===== src/rtl/mrt_pkg.sv =====
package mrt_pkg;

    // Region type code that marks a region as available
    localparam logic [31:0] TYPE_AVAILABLE = 32'd1;

    // Reset value of the kernel floor register
    localparam logic [63:0] KERNEL_FLOOR_RESET = 64'h0000_0000_0010_0000;

    // Command codes; codes 6 and 7 do nothing
    typedef enum logic [2:0] {
        CMD_APPEND  = 3'd0,
        CMD_WRITE   = 3'd1,
        CMD_READ    = 3'd2,
        CMD_RANGE   = 3'd3,
        CMD_LARGEST = 3'd4,
        CMD_KERNEL  = 3'd5
    } cmd_t;

    // Result status codes
    typedef enum logic [1:0] {
        STAT_OK    = 2'd0,
        STAT_FULL  = 2'd1,
        STAT_RANGE = 2'd2,
        STAT_NOENT = 2'd3
    } status_t;

    // Sequencer states
    typedef enum logic [2:0] {
        S_CLEAR,
        S_IDLE,
        S_EXEC,
        S_RDWAIT,
        S_SCAN,
        S_DRAIN,
        S_RESP
    } state_t;

    // One table slot
    typedef struct packed {
        logic [63:0] base;
        logic [63:0] len;
        logic [31:0] rtype;
    } entry_t;

    // Candidate from the entry evaluator
    typedef struct packed {
        logic        busy;
        logic        valid;
        logic        hit;
        logic [63:0] base;
        logic [63:0] len;
    } cand_t;

endpackage


===== src/rtl/mrt_eval.sv =====
module mrt_eval (
    input  logic                 aclk,
    input  logic                 aresetn,
    input  logic                 in_valid,
    input  mrt_pkg::entry_t      in_entry,
    input  mrt_pkg::cmd_t        mode,
    input  logic [63:0]          q_base,
    input  logic [63:0]          q_end,
    input  logic [63:0]          floor,
    output mrt_pkg::cand_t       cand
);

    logic            s1_valid_reg;
    mrt_pkg::entry_t s1_entry_reg;
    logic [64:0]     s1_end_reg;
    logic [64:0]     s1_end_next;

    logic            c_valid_reg;
    logic            c_hit_reg;
    logic [63:0]     c_base_reg;
    logic [63:0]     c_len_reg;
    logic            c_hit_next;
    logic [63:0]     c_base_next;
    logic [63:0]     c_len_next;

    logic            avail;
    logic [63:0]     end_wrap;

    // Stage one: full-width end of the slot
    assign s1_end_next = {1'b0, in_entry.base} + {1'b0, in_entry.len};

    // Stage two: qualify the slot and, for kernel region, clip it to the floor
    always_comb begin
        avail       = (s1_entry_reg.rtype == mrt_pkg::TYPE_AVAILABLE);
        end_wrap    = s1_end_reg[63:0];
        c_hit_next  = 1'b0;
        c_base_next = s1_entry_reg.base;
        c_len_next  = s1_entry_reg.len;
        unique case (mode)
            mrt_pkg::CMD_RANGE: begin
                c_hit_next = avail && (q_base >= s1_entry_reg.base) && (q_end <= end_wrap);
            end
            mrt_pkg::CMD_KERNEL: begin
                if (!avail || (end_wrap <= floor)) begin
                    c_hit_next = 1'b0;
                end else if (s1_entry_reg.base < floor) begin
                    // slot straddles the floor: keep only the part above it
                    if ({1'b0, floor} >= s1_end_reg) begin
                        c_hit_next = 1'b0;
                    end else begin
                        c_hit_next  = 1'b1;
                        c_base_next = floor;
                        c_len_next  = end_wrap - floor;
                    end
                end else begin
                    c_hit_next = 1'b1;
                end
            end
            default: begin
                c_hit_next = avail;
            end
        endcase
    end

    // Advance valid flags
    always_ff @(posedge aclk) begin
        if (!aresetn) begin
            s1_valid_reg <= 1'b0;
            c_valid_reg  <= 1'b0;
        end else begin
            s1_valid_reg <= in_valid;
            c_valid_reg  <= s1_valid_reg;
        end
    end

    // Advance payload
    always_ff @(posedge aclk) begin
        s1_entry_reg <= in_entry;
        s1_end_reg   <= s1_end_next;
        c_hit_reg    <= c_hit_next;
        c_base_reg   <= c_base_next;
        c_len_reg    <= c_len_next;
    end

    assign cand.busy  = s1_valid_reg || c_valid_reg;
    assign cand.valid = c_valid_reg;
    assign cand.hit   = c_hit_reg;
    assign cand.base  = c_base_reg;
    assign cand.len   = c_len_reg;

endmodule


===== config.mk =====
export PLATFORM = sky130hd
export DESIGN_NAME = mrt_eval
export DESIGN_NICKNAME = d
export VERILOG_FILES = /design/src/rtl/mrt_pkg.sv /design/src/rtl/mrt_eval.sv
export SDC_FILE = /design/constraint.sdc
export NUM_CORES = 1
export LEC_CHECK = 0
export BUFFER_PORTS_ARGS = -buffer_cell sky130_fd_sc_hd__buf_2
export CORE_ASPECT_RATIO = 0.5
export CORE_MARGIN = 2
export CORE_UTILIZATION = 50
export CTS_CLUSTER_SIZE = 10
export DETAILED_ROUTE_END_ITERATION = 10
export HOLD_SLACK_MARGIN = 0.03
export PLACE_DENSITY = 0.77
export SLEW_MARGIN = 30
export SYNTH_ARGS = -nofsm -noshare
export SYNTH_HDL_FRONTEND = slang
export SYNTH_SLANG_ARGS = --single-unit

===== constraint.sdc =====
create_clock -name aclk -period 4.5 [get_ports aclk]
set_input_delay 1.35 -clock aclk [delete_from_list [all_inputs] [get_ports aclk]]
set_output_delay 1.35 -clock aclk [all_outputs]
set_load 0.03 [all_outputs]

==> results of run 1 <==
==> Yosys cell counts, drive strengths merged, types with 4 or more instances <==
library cell	n	area, um2
nand2	185	697
ha	383	4790
clkbuf	53	200
o221ai	5	43.8
a221oi	10	93.8
buf	22	186
o2111ai	5	43.8
o21ai	184	921
a211o	4	35.0
dfxtp	356	7130
a21oi	217	1090
xnor2	77	674
o211ai	18	145
o21a	23	173
o21bai	32	240
or3	7	43.8
inv	232	871
nor3	33	165
nor2	101	379
nand4	74	463
a2111oi	11	103
nand2b	17	106
nor4	16	115
o31a	5	43.8
a21boi	6	45.1
nor2b	31	194
nand3	33	165
a211oi	22	165
a21o	116	871
xor2	46	403
and2	5	31.3
and3	10	62.6
and4	5	43.8
a221o	4	40.0
mux2	63	709
or2	6	37.5
o31ai	17	133
a31oi	15	109
==> final cells by class <==
cell class | instances | area share (%)
multi-input cells | 1824 | 46.9
well taps | 588 | 2.48
diodes | 7 | 0.0589
repair buffers | 925 | 19.8
flip-flops and latches | 356 | 24.0
clock inverters | 2 | 0.0463
clock buffers | 50 | 3.84
inverters | 232 | 2.93
==> metal layers <==
layer | part of all wire, % | vias to the layer above | routed length [um]
met4 | 4.1 | 0 | 3340
met2 | 46 | 964 | 37400
li1 | - | 10600 | -
met1 | 42 | 10400 | 34100
met5 | 0 | - | 0
met3 | 7.6 | 194 | 6130
==> cells in the final DEF (no fill, tap or decap), types with 74 or more instances in the layout <==
master     n
a21o_1   115
nand4_1   74
inv_1    231
dfxtp_1  356
xnor2_1   77
nand2_1  184
buf_4    424
ha_1     377
buf_2    488
nor2_1   100
a21oi_1  214
o21ai_0  162
==> worst max-delay path by stage <==
| stage | depth (start not counted) | endpoint | slack, ps | start |
|---|---|---|---|---|
| final | 16 | c_base_reg[0] | 50 | floor[17] |
| after global routing | 17 | c_base_reg[51] | -30 | floor[23] |
| after CTS | 14 | c_len_reg[1] | 2 | floor[23] |
| after detailed placement | 14 | c_len_reg[24] | -680 | floor[23] |
| after global placement | 14 | c_len_reg[23] | -520 | floor[59] |
| after floorplan | 15 | c_base_reg[0] | 60 | floor[0] |
==> metrics by stage <==
stage                     setup TNS [ps]  setup slack [ps]
final                                  0              46.1
after global routing               -65.4             -33.0
after CTS                              0              2.08
after detailed placement          -71870              -682
after global placement            -58220              -519
after floorplan                        0              56.2
==> critical path, stage by stage <==
cell,delay (ps)
buf_2,140
inv_1,110
ha_4,290
nand4_1,160
nor4_4,430
a221oi_1,220
o211ai_2,120
a211oi_1,100
buf_4,170
a21o_4,230
or4_1,460
o21ai_1,100
and3b_4,340
buf_12,150
clkbuf_16,160
mux2_1,320
==> cells by family after synthesis <==
family                   synth area share [%]
AO/OA/AOI/OAI                            20.5
XOR/XNOR                                 4.87
adder cells (fa/ha/maj)                  21.9
buffers and inverters                    5.69
flip-flops                               32.2
multiplexers                             3.21
AND/OR/NAND/NOR                          11.7
==> power by group <==
part / internal [mW] / switching [mW]
Combinational: 2.08 / 2.56
Sequential: 3.43 / 0.144
Clock: 1.76 / 1.36
Total: 7.27 / 4.06
==> what timing repair did <==
item                                    4_1_cts  5_1_grt
cloned                                        1        3
buffers inserted                              0        9
pin swaps                                     1       14
endpoints found under the setup margin       45      132
gates resized for setup                       5       38
==> flow_summary.json, run 1 <==
{
  "row_count": 54,
  "grt_use_met2_pct": 56.6,
  "worst_pin_slew_ps": 940,
  "synth_area_um2": 22100,
  "holdWs_ps": 436,
  "worstSkewPairLatency_ps": 560,
  "postRouteWirelength_um": 81000,
  "yosysSeqAreaShare_pct": 32.2,
  "final_max_slew_viol_count": 0,
  "clock_skew_ps": 27.6,
  "utilization_pct": 68.2,
  "syn_inst": 2487,
  "cp-start-kind": "input port",
  "grt_pass1_vias": 22300,
  "numPortBuffers": 488,
  "drcViolationCount": 0,
  "criticalPathCategory": "input port to flip-flop",
  "post-dp-hpwl_um": 66800,
  "finalHoldViolations": 0,
  "r2r_cells": 19,
  "drive_gt1_share_pct": 31.8,
  "areaGrowthSynthToFinish_pct": 34.4,
  "yosys_warnings": 0,
  "grt_util_met1_pct": 42.7,
  "setup_viol": 0,
  "vias": 22200,
  "core-area_um2": 43600,
  "hold_path_depth": 1,
  "arrival_ps": 4880,
  "first_iter_violations": 1887,
  "h-tree-depth": 2,
  "synth_edf_count": 0,
  "gp_congestion": 1.00,
  "ff2ff_setup_slack_ps": 600,
  "status": "complete, no violations",
  "cp.required_ps": 4920,
  "grt_antenna_before_repair": 7,
  "use_met3_pct": 6.52,
  "grt_usage_pct": 33.8,
  "wl_per_cell_um": 20.3,
  "top_usage_layer": "met2",
  "die_x_um": 301,
  "clk_pin_slew_worst_paths_ps": 60,
  "syn_avg_cell_area_um2": 8.89,
  "ant_nets": 0,
  "power.total_mw": 11.3,
  "largest_reg_flops": 160,
  "r2r_end": "c_base_reg[0]",
  "grt_max_degree": 35,
  "cts_buffers": 42,
  "r2r-start": "s1_end_reg[0]",
  "fin_cells": 3984,
  "synth_seq_cells": 356,
  "seqCellArea_um2": 7130,
  "worstHoldStart": "s1_entry_reg[35]",
  "placedCellCount": 3913,
  "final_area_um2": 29700,
  "fill_cells": 3456,
  "syn_nets": 3230,
  "io_pins": 489,
  "crit_fanout": 8,
  "drv_cap": 0,
  "rsz0062_at_grt": "yes",
  "min_path_type": "flip-flop to flip-flop",
  "ys_types": 71,
  "period_minus_slack_ps": 4450,
  "via_per_inst": 5.58,
  "clock-sinks": 356,
  "die_h_um": 153,
  "synth-main-ff-cell": "dfxtp_1",
  "cp-end-kind": "flip-flop",
  "relSlewSlack_pct": 36.7,
  "max_freq_ghz": 0.225,
  "dr.pass1.iters": 5,
  "power.density_nw_per_um2": 381,
  "ctsHoldBuffers": 0,
  "cts_tree": "yes",
  "vdd_drop_max_uv": 280,
  "dieArea_um2": 46000,
  "start_util_pct": 50.7,
  "leakagePower_nw": 15.1,
  "async_reset_ff_share_pct": 0,
  "cts_max_path_buffers": 3,
  "placed_cell_area_um2": 28200,
  "root_buffer": "clkbuf_16",
  "grt_pass1_wl_um": 122000,
  "min_to": "c_len_reg[3]",
  "fin_nets": 4124,
  "grt-ovfl-total": 0,
  "finalCritPeriodShare_pct": 99.0,
  "multi_input_area_um2": 13900
}
(Power assumes the default switching activity.)
==> inputs of run 2 (changes only) <==
Settings changed: CORE_UTILIZATION 50 to 56, PLACE_DENSITY 0.77 to 0.82.
Clock period 4.5 ns to 5 ns, I/O delays scaled along.
==> run 2 against run 1 <==
  * Clock power is 12% lower
  * Cell count is 7.9% lower
  * Total power is 14% lower
  * Utilization is 2.3 points higher
  * Sequential share of layout area is 2.0 points higher
  * Wire length is 5.1% lower
  * Non-clock buffer count is 252 lower
  * Via count is 4.1% lower
==> flow_summary.json, run 2 (synthesis results as in run 1) <==
{
  "status": "complete, no violations",
  "clock-sinks": 356,
  "grt_pass1_wl_um": 114000,
  "criticalPathCategory": "input port to flip-flop",
  "hold_path_depth": 1,
  "final_common_cell": "buf_2",
  "path_cells": "buf_2 > inv_1 > ha_1 > buf_4 > a21oi_1 > o311ai_0 > o21ai_0 > o22ai_1 > a2111oi_1 > o311ai_1 > o31ai_1 > a21oi_1 > and3b_4 > buf_12 > mux2_1",
  "clk_pin_slew_worst_paths_ps": 50,
  "grt_antenna_before_repair": 6,
  "grt-ovfl-total": 0,
  "relSlewSlack_pct": 46.3,
  "core-area_um2": 38900,
  "swShare_pct": 36.3,
  "setup_viol": 0,
  "r2r-start": "s1_end_reg[0]",
  "seq_power_share_pct": 33.2,
  "setup_tns_ps": 0,
  "slowest_delay_ps": 500,
  "numPortBuffers": 488,
  "cp-end-kind": "flip-flop",
  "power.density_nw_per_um2": 353,
  "h-tree-depth": 2,
  "ant_nets": 0,
  "cts_max_path_buffers": 3,
  "r2r_cells": 19,
  "worstSetupStartpoint": "floor[18]",
  "worst_slack_ps": 158,
  "period_minus_slack_ps": 4840,
  "dieArea_um2": 41200,
  "grt_usage_pct": 35.8,
  "crit_fanout": 28,
  "dr.pass1.iters": 5,
  "cp.required_ps": 5420,
  "io_pins": 489,
  "worstSkewPairLatency_ps": 550,
  "drv_cap": 0,
  "finalCritPeriodShare_pct": 96.8,
  "critPathCapture": "c_len_reg[3]",
  "drive_gt1_share_pct": 25.5,
  "max_freq_ghz": 0.207,
  "slowest_stage": "a2111oi_1",
  "cp-start-kind": "input port",
  "arrival_ps": 5260,
  "clock_skew_ps": 20.7,
  "total_switching_power_mw": 3.52,
  "row_count": 51,
  "ctsHoldBuffers": 0,
  "mostFrequentLayoutCells": "buf_2 (488), ha_1 (383), dfxtp_1 (356)",
  "cts_tree": "yes",
  "p_comb_share_pct": 38.4,
  "holdWs_ps": 438,
  "r2r_end": "c_base_reg[16]",
  "drcViolationCount": 0,
  "cts_buffers": 42,
  "wl_per_cell_um": 20.9,
  "finalHoldViolations": 0,
  "fin_nets": 3872,
  "die_x_um": 285,
  "final_max_slew_viol_count": 0,
  "p_int_mw": 6.18,
  "postRouteWirelength_um": 76800,
  "largest_reg_flops": 160,
  "grt_max_degree": 31,
  "crit_top_cell": "a21oi_1",
  "clkPwrFrac_pct": 28.5,
  "grt_pass1_vias": 21000,
  "post-dp-hpwl_um": 63700,
  "die_h_um": 145,
  "leakagePower_nw": 13.9,
  "min_path_type": "flip-flop to flip-flop",
  "first_iter_violations": 1787,
  "gp_congestion": 1.01,
  "ff2ff_setup_slack_ps": 930,
  "vdd_drop_max_uv": 278,
  "start_util_pct": 56.8,
  "worst_pin_slew_ps": 797,
  "via_per_inst": 5.81,
  "cts_setup_buffers": 0,
  "areaGrowthSynthToFinish_pct": 24.1,
  "dp_slack_ps": -269,
  "root_buffer": "clkbuf_16",
  "cts-resized-gates": 0,
  "vias": 21300
}
[run 2: cell types whose count changed in the layout (fill, tap and decap cells not counted), sizes merged]
cell    change
buf       -249
clkinv      +1
diode       -4
clkbuf      -5
[run 2: power by group through the flow]
stage          Sequential [mW]  Combinational, mW  Clock, mW
2_1_floorplan             3.34               2.13          0
5_1_grt                   3.23               4.03       2.91
3_3_place_gp              3.26               3.55          0
4_1_cts                   3.21               3.63       2.79
3_5_place_dp              3.27               3.59          0
6_report                  3.22               3.72       2.76
[run 2: critical path: cells and delay by family]
family          cells  cell delay (ps)
buf+inv             4              590
compound gates      8             1910
mux                 1              360
fa+ha+maj           1              390
simple gates        1              490
[run 2: cell type report]
class                      instances  area (um2)
multi-input combinational       1824       13700
fill                            3089       11500
sequential                       356        7130
timing repair buffer             673        3890
clock buffer                      48        1120
inverter                         232         871
tap                              530         663
clock inverter                     3        18.8
antenna                            3        7.51
[run 2: stage by stage]
stage / util (%) / std cells / power, mW / instance area [um2]
final: 70.5 / 3669 / 9.70 / 27400
after global routing: 70.5 / 3668 / 10.2 / 27400
after CTS: 70.5 / 3666 / 9.63 / 27400
after detailed placement: 67.6 / 3615 / 6.86 / 26300
after global placement: 67.6 / 3615 / 6.82 / 26300
after floorplan: - / 2487 / 5.47 / 22100
[run 2: worst min-delay path by stage]
stage,slack [ps],startpoint,end
after floorplan,410,s1_entry_reg[33],c_len_reg[1]
after global placement,410,s1_entry_reg[37],c_len_reg[5]
after detailed placement,420,s1_entry_reg[36],c_len_reg[4]
after CTS,440,s1_entry_reg[36],c_len_reg[4]
after global routing,440,s1_entry_reg[37],c_len_reg[5]
final,440,s1_entry_reg[36],c_len_reg[4]
[run 2: layer usage]
| layer | GRT usage (%) | wire length (um) | up-vias |
|---|---|---|---|
| met4 | 16.2 | 3440 | 2 |
| met5 | 0 | 4 | - |
| met3 | 7.27 | 6400 | 214 |
| met1 | 45.9 | 32200 | 10000 |
| met2 | 58.8 | 34800 | 943 |
| li1 | - | - | 10100 |
